`src/rtl/prt_pkg.sv`:
```
// Shared types and constants for the point rigid transform block.
// No dependencies; every other file in rtl/ imports this package.
package prt_pkg;

    localparam int DATA_W = 32;           // Q16.16 coordinates, Q1.30 quaternion words
    localparam int PKT_W  = 3 * DATA_W;   // one packed x/y/z point
    localparam int COEF_W = 36;           // rotation matrix entry, Q.30
    localparam int NSTG   = 7;            // register stages from input to output
    localparam int ADDR_W = 5;            // byte address width; covers the highest register

    localparam logic signed [DATA_W-1:0] QUAT_ONE = 32'sh4000_0000;

    typedef enum logic [2:0] {
        REG_SHIFT_X = 3'd0,
        REG_SHIFT_Y = 3'd1,
        REG_SHIFT_Z = 3'd2,
        REG_QUAT_W  = 3'd3,
        REG_QUAT_X  = 3'd4,
        REG_QUAT_Y  = 3'd5,
        REG_QUAT_Z  = 3'd6
    } t_reg_idx;

    typedef struct packed {
        logic signed [DATA_W-1:0] shift_x;
        logic signed [DATA_W-1:0] shift_y;
        logic signed [DATA_W-1:0] shift_z;
        logic signed [DATA_W-1:0] quat_w;
        logic signed [DATA_W-1:0] quat_x;
        logic signed [DATA_W-1:0] quat_y;
        logic signed [DATA_W-1:0] quat_z;
    } t_cfg;

    // x sits in the lowest bits, matching the stream data layout
    typedef struct packed {
        logic signed [DATA_W-1:0] z;
        logic signed [DATA_W-1:0] y;
        logic signed [DATA_W-1:0] x;
    } t_point;

    typedef struct packed {
        logic signed [COEF_W-1:0] c2;
        logic signed [COEF_W-1:0] c1;
        logic signed [COEF_W-1:0] c0;
    } t_row;

    typedef struct packed {
        t_row r2;
        t_row r1;
        t_row r0;
    } t_mat;

    // load enables of the row arithmetic stages
    typedef struct packed {
        logic mul;
        logic sum;
        logic rnd;
        logic sat;
    } t_row_ctl;

endpackage

```
`src/rtl/prt_cfg.sv`:
```
// Configuration register file with an APB-style access port.
// Depends on prt_pkg for the register map and the register struct.
module prt_cfg (
    input  logic                        i_clk,
    input  logic                        i_rst_n,
    input  logic                        psel,
    input  logic                        penable,
    input  logic                        pwrite,
    input  logic [prt_pkg::ADDR_W-1:0]  paddr,
    input  logic [prt_pkg::DATA_W-1:0]  pwdata,
    output logic [prt_pkg::DATA_W-1:0]  prdata,
    output logic                        pready,
    output prt_pkg::t_cfg               o_cfg
);
    import prt_pkg::*;

    t_cfg     r_cfg;
    t_reg_idx w_idx;
    logic     w_wr;

    assign w_idx  = t_reg_idx'(paddr[ADDR_W-1:2]);
    assign w_wr   = psel && penable && pwrite;
    assign pready = 1'b1;
    assign o_cfg  = r_cfg;

    always_ff @(posedge i_clk) begin
        if (!i_rst_n) begin
            r_cfg.shift_x <= '0;
            r_cfg.shift_y <= '0;
            r_cfg.shift_z <= '0;
            r_cfg.quat_w  <= QUAT_ONE;
            r_cfg.quat_x  <= '0;
            r_cfg.quat_y  <= '0;
            r_cfg.quat_z  <= '0;
        end else if (w_wr) begin
            case (w_idx)
                REG_SHIFT_X: r_cfg.shift_x <= pwdata;
                REG_SHIFT_Y: r_cfg.shift_y <= pwdata;
                REG_SHIFT_Z: r_cfg.shift_z <= pwdata;
                REG_QUAT_W:  r_cfg.quat_w  <= pwdata;
                REG_QUAT_X:  r_cfg.quat_x  <= pwdata;
                REG_QUAT_Y:  r_cfg.quat_y  <= pwdata;
                REG_QUAT_Z:  r_cfg.quat_z  <= pwdata;
                default: ;
            endcase
        end
    end

    always_comb begin
        case (w_idx)
            REG_SHIFT_X: prdata = r_cfg.shift_x;
            REG_SHIFT_Y: prdata = r_cfg.shift_y;
            REG_SHIFT_Z: prdata = r_cfg.shift_z;
            REG_QUAT_W:  prdata = r_cfg.quat_w;
            REG_QUAT_X:  prdata = r_cfg.quat_x;
            REG_QUAT_Y:  prdata = r_cfg.quat_y;
            REG_QUAT_Z:  prdata = r_cfg.quat_z;
            default:     prdata = '0;
        endcase
    end

endmodule

```
`config.mk`:
```
export PLATFORM = sky130hd
export DESIGN_NAME = prt_cfg
export DESIGN_NICKNAME = d
export VERILOG_FILES = /design/src/rtl/prt_pkg.sv /design/src/rtl/prt_cfg.sv
export SDC_FILE = /design/constraint.sdc
export NUM_CORES = 1
export LEC_CHECK = 0
export ABC_AREA = 0
export BUFFER_PORTS_ARGS = -buffer_cell sky130_fd_sc_hd__buf_4
export CORE_MARGIN = 4
export CORE_UTILIZATION = 35
export DETAILED_ROUTE_END_ITERATION = 7
export SKIP_LAST_GASP = 1
export SLEW_MARGIN = 10
export SYNTH_ARGS = -nofsm -noshare
export SYNTH_HDL_FRONTEND = slang
export SYNTH_SLANG_ARGS = --single-unit
```
`constraint.sdc`:
```
create_clock -name i_clk -period 1.9 [get_ports i_clk]
set_input_delay 0.285 -clock i_clk [delete_from_list [all_inputs] [get_ports i_clk]]
set_output_delay 0.285 -clock i_clk [all_outputs]
set_load 0.01 [all_outputs]
```
# ---- Yosys cells after proc, flatten, opt, wreduce, memory -nomap -nowiden
# Cells that the tools add are included.
dict set report totals {
  regBits 224
  input_bits 42
}
dict set report op_classes {
  eq_ne 6
  n_mux 1
  n_reduce_logical 10
}
# cell n
set op_table {}
lappend op_table {{one-hot mux 32 bit (7 select lines)} 1}
lappend op_table {{AND reduction 2 bit} 7}
lappend op_table {{equality test 3 bit, second input constant} 3}
lappend op_table {{equality test 3 x 2 -> 1 bit, second input constant} 2}
lappend op_table {{equality test 3 x 1 -> 1 bit, second input constant} 1}
lappend op_table {{logical NOT 3 bit} 1}
lappend op_table {{logical AND 1 bit} 2}

# ---- Longest topological paths before layout
# Gate-level depths: netlist (run 1).
dict set report logic_depth {
  depth_word 3
  ltp_mapped 6
  mapped_depth_nobuf 3
}

# ---- Least setup slack after synthesis (run 1)
# No wires, ideal clock.
dict set report synth_path {
  kind {input -> output}
  start {input paddr[3] (netlist name)}
  end {output prdata[10] (netlist name)}
  arrival_time_ns 1.389
  required_ns 1.615
  setup_slack_ns 0.226
  stages 5
  n_path_buf 3
  cell_sequence {buf_4 > buf_4 > buf_2 > mux2i_1 > a221oi_1}
}
dict set report synth_via {
  elab_chain_len 2
  word_cells_on_any_way 8
  cone_classes {6 x eq/ne; 1 x mux; 1 x reduce/logical}
}
# element line
set synth_rtl {}
lappend synth_rtl {{start, declared} prt_cfg.sv:9} ;# input logic [prt_pkg::ADDR_W-1:0] paddr,
lappend synth_rtl {{equality test 3 bit, or another cell as far along} prt_cfg.sv:50} ;# case (w_idx)
lappend synth_rtl {{one-hot mux 32 bit (7 select lines) (*)} prt_cfg.sv:50}
lappend synth_rtl {{end, declared} prt_cfg.sv:11} ;# output logic [prt_pkg::DATA_W-1:0] prdata,
# Every way passes the cells marked *; elsewhere a longest branch is shown, timed or not.

# ---- Worst setup path after layout (run 1)
dict set report layout_path {
  start {register r_cfg (netlist bit o_cfg[113])}
  end {output prdata[17] (netlist name)}
}
dict set report layout_via {
  elab_chain_len 1
}
# element line
set layout_rtl {}
lappend layout_rtl {{start, declared} prt_cfg.sv:17} ;# t_cfg r_cfg;
lappend layout_rtl {{one-hot mux 32 bit (7 select lines)} prt_cfg.sv:50}
# Every way passes these cells.

==> metrics.cfg, run 1 <==
[synth]
netlist_area_sq_um=9860
synth_edf_count=0
syn_inst=993
yosysWarnings=0
ys.flop_type=dfxtp_1
ys_top_cells_by_count=mux2i_1 (297), nand2_1 (266), dfxtp_1 (224), clkbuf_1 (39), inv_1 (22)
ys_async_sr_fraction_pct=0
synth.distinct_cells=27
synth_seq_cells=224
synthTopCellsByArea=dfxtp_1 (45%), mux2i_1 (30%), nand2_1 (10%), o221a_2 (2.4%), a221oi_1 (1.9%)
yosysSeqAreaShare_pct=45.5
synth.most_common_cell=mux2i_1
synth_fp_nets=1035
post-synth-top-area-cell=dfxtp_1
avgSynthCellArea_sq_um=9.93
synth_top_area_share_pct=45.5

[power_and_ir_drop]
p_total_mw=10.5
cellPowerDensity_nw_per_um2=730
ir_drop_mv=0.505
p_leak_nw=6.06

[routing]
drtIter0Drc=576
ant_nets=0
drtPass1Iterations=5
wl_microns=35600
drc_errors=0
viasPerCell=5.06
vias=8713
wl_per_cell_microns=20.7

[timing]
holdWs_ns=0.0888
slew_viol_final=0
fin_crit_ns=2.01
max_freq_ghz=0.498
maxSlewHeadroom_pct=50.9
rsz0062_at_grt=true
hold_violations=0
setup_tns_ns=-0.106
worst_slack_ns=-0.106
skew_ns=0
timing.final.crit_share_pct=106
final-setup-viol-count=1
worst_pin_slew_ns=0.735

[cts]
clk_latency_ns=0.51
numCtsBuffers=25
clk_pin_slew_worst_paths_ns=0.06
cts-root-buf=clkbuf_16
ctsHtreeMaxLevel=1
hold_buffers=0
ctsLongestPathBuffers=3
cts_tree=done
clock_sinks=224

[placed_design]
place_hpwl_microns=23800
dp_slack_ns=-0.0490
dp.cells=1641
dpl-instance-area_sq_um=13000
port_buffers=295
place_congestion=0.781

[worst_hold_path]
hp-class=in2reg
worst_hold_path.endpoint=o_cfg[126]
hold_path_startpoint=pwdata[30]
whs_path_depth=3

[setup_path]
endpoint_kind=output port
crit_type=reg2out
path_cells=mux4_2 > mux2_4 > buf_6
arrival_ns=1.72
path_max_fanout=2
crit-reg2reg-capture=o_cfg[125]
path_delay_family=multiplexers
slowest_stage=mux4_2
critPathLaunchType=flip-flop
slowest_delay_ns=0.47
required_ns=1.62
critical_path.n_buffers_inverters=1
ff2ff_path_depth=3
r2r_setup_slack_ns=1.19
timing.rr.start=o_cfg[125]

[floorplan]
num_rows=61
die_x_microns=176
initial_core_util_pct=35.5
ios=299
die_h_microns=176
core_area_sq_um=27800
die-area_sq_um=30900

[global_route]
grt.met1_usage_pct=30.1
antenna_found_initial=0
grt_usage_pct=21.7
grt_max_degree=47
use_met2_pct=35.5
overflow=0
grt_pass1_vias=8748
grt_pass1_wl_microns=53100
busiest_layer=met2
use_met3_pct=3.57

[run_status]
status=complete, but fails checks
violations=setup timing

[cells_and_area]
nFillCells=2608
n_antenna_cell=0
finish.utilization_pct=51.7
fin_cells=1721
largest_reg_flops=224
fin_area_sq_um=14400
fin_nets=1369
drive_gt1_share_pct=42.7
area_growth_pct=45.8

[job]
maxCapViolCount=0

[what timing repair did]
action / 4_1_cts / 5_1_grt
resized for setup: 63 / 48
setup endpoints to repair: 26 / 30
setup buffers: 14 / 22
pin swaps: 3 / 18
gates cloned: 1 / 0
[power breakdown]
group	leakage (nW)	internal (mW)	switching, mW
Sequential	1.85	4.73	0.0297
Clock	0.399	2.86	1.94
Combinational	3.82	0.409	0.529
Total	6.06	8.00	2.50
[kinds of logic (layout without fill, tap and decap cells)]
kind of cell / after synthesis / in the layout / share of synthesized area [%]
buf+inv: 103 / 452 / 4.77
flops: 224 / 224 / 45.5
compound gates: 75 / 75 / 7.03
mux: 309 / 309 / 31.6
other cells: 1 / 1 / 0.0380
simple gates: 281 / 282 / 11.0
[area by class of cell]
class / count / area (sq um) / share of cell area [%]
sequential: 224 / 4590 / 31.9
clock inverter: 5 / 60.1 / 0.418
inverter: 22 / 82.6 / 0.574
multi-input combinational: 667 / 5150 / 35.8
tap: 378 / 473 / 3.29
timing repair buffer: 387 / 3270 / 22.7
clock buffer: 38 / 754 / 5.25
[layout by cell type (no fill, tap or decap), types with 2 or more instances in the layout]
cell type / instances
buf_6: 3
clkbuf_8: 8
clkbuf_1: 5
dfxtp_2: 78
mux2i_1: 297
buf_4: 356
nor2_4: 7
a221oi_2: 21
buf_12: 28
o221a_2: 21
mux2_4: 4
inv_6: 2
nand2_1: 266
mux2_2: 7
clkbuf_16: 25
o211ai_1: 10
a32oi_1: 7
a2bb2oi_1: 9
a32oi_2: 3
dfxtp_1: 145
inv_1: 22
[worst min-delay path: stages]
cell,delay [ns]
buf_4,0.12
inv_1,0.05
o311ai_0,0.11
[routing by layer]
metal,share of wire [%],up-vias
li1,-,4124
met1,46,4295
met2,47,246
met3,5.0,48
met4,2.0,0
met5,0,-
[worst max-delay path by stage]
stage               start    endpoint  slack, ns  cells after the start
2_1_floorplan    paddr[3]  prdata[10]       0.23                      5
3_3_place_gp     paddr[2]  prdata[31]      -0.05                      5
3_5_place_dp     paddr[2]  prdata[31]      -0.05                      5
4_1_cts        o_cfg[113]  prdata[17]      -0.12                      3
5_1_grt        o_cfg[113]  prdata[17]      -0.15                      3
6_report       o_cfg[113]  prdata[17]      -0.11                      3
Note: power is estimated with default switching activity, not from simulation.
==> run 2: changes to the inputs <==
==> constraint.sdc (replaced) <==
create_clock -name i_clk -period 1.9 [get_ports i_clk]
set_input_delay 0.38 -clock i_clk [delete_from_list [all_inputs] [get_ports i_clk]]
set_output_delay 0.38 -clock i_clk [all_outputs]
set_load 0.01 [all_outputs]
==> run 2 against run 1 <==
  * The run still ends with setup timing left
  * First-iteration DRC count fell by 3.0%
  * Register-to-register slack worse by 0.10 ns
  * Non-clock buffer count grew 84
  * Critical endpoint unchanged
  * Largest power group unchanged
  * Highest routed layer unchanged
==> metrics.cfg, run 2 (same netlist as run 1, synthesis figures left out) <==
[cells_and_area]
largest_reg_flops=224  ; unchanged
layout_common_cells=buf_4 (422), mux2i_1 (293), nand2_1 (266), dfxtp_1 (138), dfxtp_2 (86)
area_growth_pct=56.6
fin_cells=1809  ; +5.1%
drive_gt1_share_pct=48.1  ; +5.4 points
fin_area_sq_um=15400  ; +7.4%
final_common_cell=buf_4
n_antenna_cell=0  ; unchanged
fin_nets=1453  ; +6.1%

[run_status]
status=complete, but fails checks
violations=setup timing

[routing]
wl_microns=36600  ; +3.0%
viasPerCell=5.02  ; -0.75%
drtPass1Iterations=5  ; unchanged
ant_nets=0  ; unchanged
vias=9090  ; +4.3%
drtIter0Drc=559  ; -3.0%
wl_per_cell_microns=20.3  ; -2.0%
drc_errors=0  ; unchanged

[global_route]
busiest_layer=met2
grt_pass1_vias=9053  ; +3.5%
antenna_found_initial=0  ; unchanged
use_met2_pct=37.7  ; +2.2 points
grt_max_degree=47  ; unchanged
use_met3_pct=3.70  ; +0.13 points
overflow=0  ; unchanged
grt_pass1_wl_microns=54400  ; +2.4%
grt.met1_usage_pct=29.2  ; -0.94 points
grt_usage_pct=22.2  ; +0.49 points

[setup_path]
crit_type=reg2out
endpoint_kind=output port
arrival_ns=1.71  ; about the same
required_ns=1.52  ; -0.10 ns
critPathLaunchType=flip-flop
startpoint=o_cfg[113]
timing.rr.start=o_cfg[118]
path_max_fanout=2  ; unchanged

[power_and_ir_drop]
p_leak_nw=6.65  ; +9.8%
p_total_mw=10.8  ; +3.2%
ir_drop_mv=0.439  ; -13%
cellPowerDensity_nw_per_um2=702  ; -3.9%

[placed_design]
place_congestion=0.807  ; +3.4%
port_buffers=295  ; unchanged
dp.cells=1659  ; +1.1%
place_hpwl_microns=23900  ; +0.31%
dp_slack_ns=-0.142  ; -0.0930 ns
dpl-instance-area_sq_um=13200  ; +1.5%

[timing]
max_freq_ghz=0.479  ; -3.8%
slew_viol_final=0  ; unchanged
worst_slack_ns=-0.186  ; -0.0796 ns
final-setup-viol-count=22  ; +21
timing.final.crit_share_pct=110  ; +4.2 points
hold_violations=0  ; unchanged
fin_crit_ns=2.09  ; +0.0796 ns
skew_ns=0  ; unchanged
rsz0062_at_grt=true
setup_tns_ns=-1.22  ; -1.11 ns

[floorplan]
die_h_microns=176  ; unchanged
initial_core_util_pct=35.5  ; unchanged
num_rows=61  ; unchanged
ios=299  ; unchanged
die-area_sq_um=30900  ; unchanged
die_x_microns=176  ; unchanged
core_area_sq_um=27800  ; unchanged

[cts]
clk_pin_slew_worst_paths_ns=0.06  ; about the same
numCtsBuffers=26  ; +4.0%
cts-root-buf=clkbuf_16
clock_sinks=224  ; unchanged
ctsLongestPathBuffers=3  ; unchanged
clk_latency_ns=0.52  ; about the same
hold_buffers=0  ; unchanged
ctsHtreeMaxLevel=1  ; unchanged
cts_tree=done

[worst_hold_path]
hold_path_startpoint=pwdata[30]
hp-class=in2reg

[job]
maxCapViolCount=0  ; unchanged

run 2: per-stage QoR:
stage | util (%) | hold WS [ns]
after floorplan | - | 0.488
after global placement | 47.4 | 0.458
after detailed placement | 47.4 | 0.463
after CTS | 54.3 | 0.173
after global routing | 55.6 | 0.203
final | 55.6 | 0.192
run 2: final timing paths:
check             slack [ns]  cells past startpoint          to
setup reg to reg        1.09                      4  o_cfg[118]
setup / recovery       -0.19                      3  prdata[17]
hold / removal          0.19                      3  o_cfg[126]
hold reg to reg         0.47                      2   o_cfg[69]
run 2: routing by layer:
layer / routed length (microns) / up-vias
met4: 1100 / 0
met2: 17300 / 268
li1: - / 4310
met3: 1860 / 62
met1: 16400 / 4450
met5: 0 / -
run 2: area by class of cell:
class | instances | area, sq um
flip-flops and latches | 224 | 4590
multi-input cells | 666 | 5320
clock buffers | 36 | 739
inverters | 22 | 82.6
clock inverters | 12 | 113
fillers | 2479 | 12300
well taps | 378 | 473
repair buffers | 471 | 4110
run 2: what timing repair did:
action,in CTS,in global routing
setup endpoints to repair,32,32
pin swaps,37,32
setup buffers,81,17
gates resized for setup,124,43
cloned,4,1
run 2: power breakdown:
part	internal (mW)	total [mW]	switching (mW)
registers	4.73	4.76	0.0276
logic	0.520	1.09	0.568
clock network	2.98	4.99	2.01
run 2: worst max-delay path, stage by stage (launching register included):
cell     delay, ns
dfxtp_2       0.32
mux4_2        0.45
mux2_4        0.29
buf_6         0.12
==> run 3: changes to the inputs <==
Settings changed: CTS_BUF_LIST set to sky130_fd_sc_hd__clkbuf_4 sky130_fd_sc_hd__clkbuf_8.
Clock period 1.9 ns to 2.7 ns, I/O delays scaled along.
==> run 3 against run 2 <==
  * Routed wire length is 4.3% lower
  * Critical path depth is 3 higher
  * Hold slack improved by 0.21 ns
  * Final area fell by 12%
  * The flow now finishes without violations
  * Global-route usage shrank 0.25 points
  * Die area stayed put
  * Non-clock buffer count fell by 131
  * Combinational power fell by 46%
==> metrics.cfg, run 3 (same netlist as run 1, synthesis figures left out) <==
[timing]
maxSlewHeadroom_pct=33.6
final-setup-viol-count=0  ; -100%
worst_slack_ns=0.0599  ; +0.246 ns
hold_violations=0  ; unchanged
timing.final.crit_share_pct=97.8
max_freq_ghz=0.379
setup_tns_ns=0  ; +1.22 ns
fin_crit_ns=2.64
rsz0062_at_grt=true
slew_viol_final=0  ; unchanged
worst_pin_slew_ns=0.991
skew_ns=0  ; unchanged

[floorplan]
die_h_microns=176  ; unchanged
core_area_sq_um=27800  ; unchanged
die-area_sq_um=30900  ; unchanged
die_x_microns=176  ; unchanged
ios=299  ; unchanged
initial_core_util_pct=35.5  ; unchanged
num_rows=61  ; unchanged

[worst_hold_path]
hp-class=in2reg

[cells_and_area]
layout_common_cells=buf_4 (326), mux2i_1 (297), nand2_1 (266), dfxtp_1 (224), clkbuf_8 (53)
final_common_cell=buf_4
area_growth_pct=38.0
drive_gt1_share_pct=34.4  ; -14 points
nFillCells=2660  ; +7.3%
n_antenna_cell=0  ; unchanged
largest_reg_flops=224  ; unchanged
fin_nets=1338  ; -7.9%
finish.utilization_pct=49.0  ; -6.6 points

[routing]
wl_per_cell_microns=20.6  ; +1.7%
wl_microns=35000  ; -4.3%
viasPerCell=5.04  ; +0.24%
ant_nets=0  ; unchanged
drc_errors=0  ; unchanged
drtIter0Drc=546  ; -2.3%
drtPass1Iterations=5  ; unchanged
vias=8568  ; -5.7%

[power_and_ir_drop]
power_frac_comb_pct=8.0  ; -2.0 points
seq_power_share_pct=45.2  ; +1.3 points
ir_drop_mv=0.277  ; -37%
cellPowerDensity_nw_per_um2=546  ; -22%
p_int_mw=5.66  ; -31%
swShare_pct=23.7  ; -0.30 points
clkPwrFrac_pct=46.8  ; +0.8 points
p_total_mw=7.42  ; -32%
switching_power_mw=1.76  ; -32%
p_leak_nw=5.73  ; -14%

[setup_path]
endpoint_kind=output port
critPathLaunchType=input port
required_ns=2.16  ; +0.64 ns
arrival_ns=2.10  ; +0.39 ns
path_max_fanout=21  ; +19
crit_type=in2out

[cts]
hold_buffers=0  ; unchanged
cts-root-buf=clkbuf_8
post_cts_buffers=0  ; -100%
numCtsBuffers=41  ; +58%
clk_pin_slew_worst_paths_ns=0.05  ; about the same
cts_tree=done
ctsLongestPathBuffers=3  ; unchanged
clock_sinks=224  ; unchanged
clk_latency_ns=0.51  ; about the same
ctsHtreeMaxLevel=2  ; +1

[placed_design]
place_congestion=0.791  ; -2.0%
place_hpwl_microns=23200  ; -3.0%
dp_slack_ns=-0.0747  ; +0.0673 ns
port_buffers=295  ; unchanged

[global_route]
overflow=0  ; unchanged
grt_pass1_wl_microns=53500  ; -1.7%
grt_usage_pct=22.0  ; -0.25 points
grt_pass1_vias=8664  ; -4.3%
grt_max_degree=43  ; -8.5%
antenna_found_initial=0  ; unchanged

[run_status]
status=completed

[job]
maxCapViolCount=0  ; unchanged

==> run 3: cell types whose count changed in the layout (fill, tap and decap cells not counted), sizes merged <==
cell | previous run | this run
bufbuf | 1 | 0
clkbuf | 37 | 64
clkinv | 9 | 4
nor2b | 2 | 3
buf | 469 | 340
clkinvlp | 1 | 0
==> run 3: path summary, 6_finish.rpt <==
| path | startpoint | to | slack, ns | depth (start not counted) |
|---|---|---|---|---|
| setup reg to reg | o_cfg[126] | o_cfg[126] | 1.90 | 2 |
| hold reg to reg | o_cfg[21] | o_cfg[21] | 0.47 | 2 |
| setup / recovery | paddr[2] | prdata[17] | 0.06 | 6 |
| hold / removal | pwdata[30] | o_cfg[126] | 0.40 | 3 |
==> run 3: stage by stage <==
stage | instances | instance area, sq um | hold slack (ns)
6_report | 1701 | 13600 | 0.398
5_1_grt | 1701 | 13600 | 0.432
4_1_cts | 1701 | 13600 | 0.366
3_5_place_dp | 1630 | 12700 | 0.466
3_3_place_gp | 1630 | 12700 | 0.454
2_1_floorplan | 993 | 9860 | 0.488
==> run 3: cell type report <==
class	count	area [sq um]	area share, %
flip-flops and latches	224	4480	33.0
clock inverters	6	80.1	0.589
repair buffers	340	2700	19.8
well taps	378	473	3.48
multi-input cells	667	4980	36.6
clock buffers	64	812	5.97
inverters	22	82.6	0.607
==> run 3: timing repair <==
item / 4_1_cts / 5_1_grt
setup endpoints to repair: 2 / 17
endpoints found under the hold margin: 0 / 0
resized for setup: 0 / 3
cloned: 1 / 0
==> run 3: power by group through the flow <==
| stage | combinational (mW) | clock, mW | sequential [mW] |
|---|---|---|---|
| detailed placement | 0.587 | 0 | 3.42 |
| global placement | 0.584 | 0 | 3.42 |
| global route | 0.632 | 3.72 | 3.35 |
| floorplan | 0.295 | 0 | 3.43 |
| finish | 0.592 | 3.48 | 3.35 |
| CTS | 0.592 | 3.56 | 3.35 |
==> run 3: critical path, stage by stage <==
cell    delay (ns)
buf_4         0.15
buf_4         0.32
buf_6         0.31
mux4_2        0.33
mux2_2        0.28
buf_4         0.14
==> run 3: per-layer routing <==
layer / wire (microns) / vias to the layer above / part of all wire [%] / GRT usage, %
li1: - / 4071 / - / -
met2: 16300 / 297 / 46 / 35.5
met3: 2200 / 61 / 6.3 / 4.58
met5: 0 / - / 0 / 0
met4: 916 / 0 / 2.6 / 6.66
met1: 15700 / 4139 / 45 / 29.7
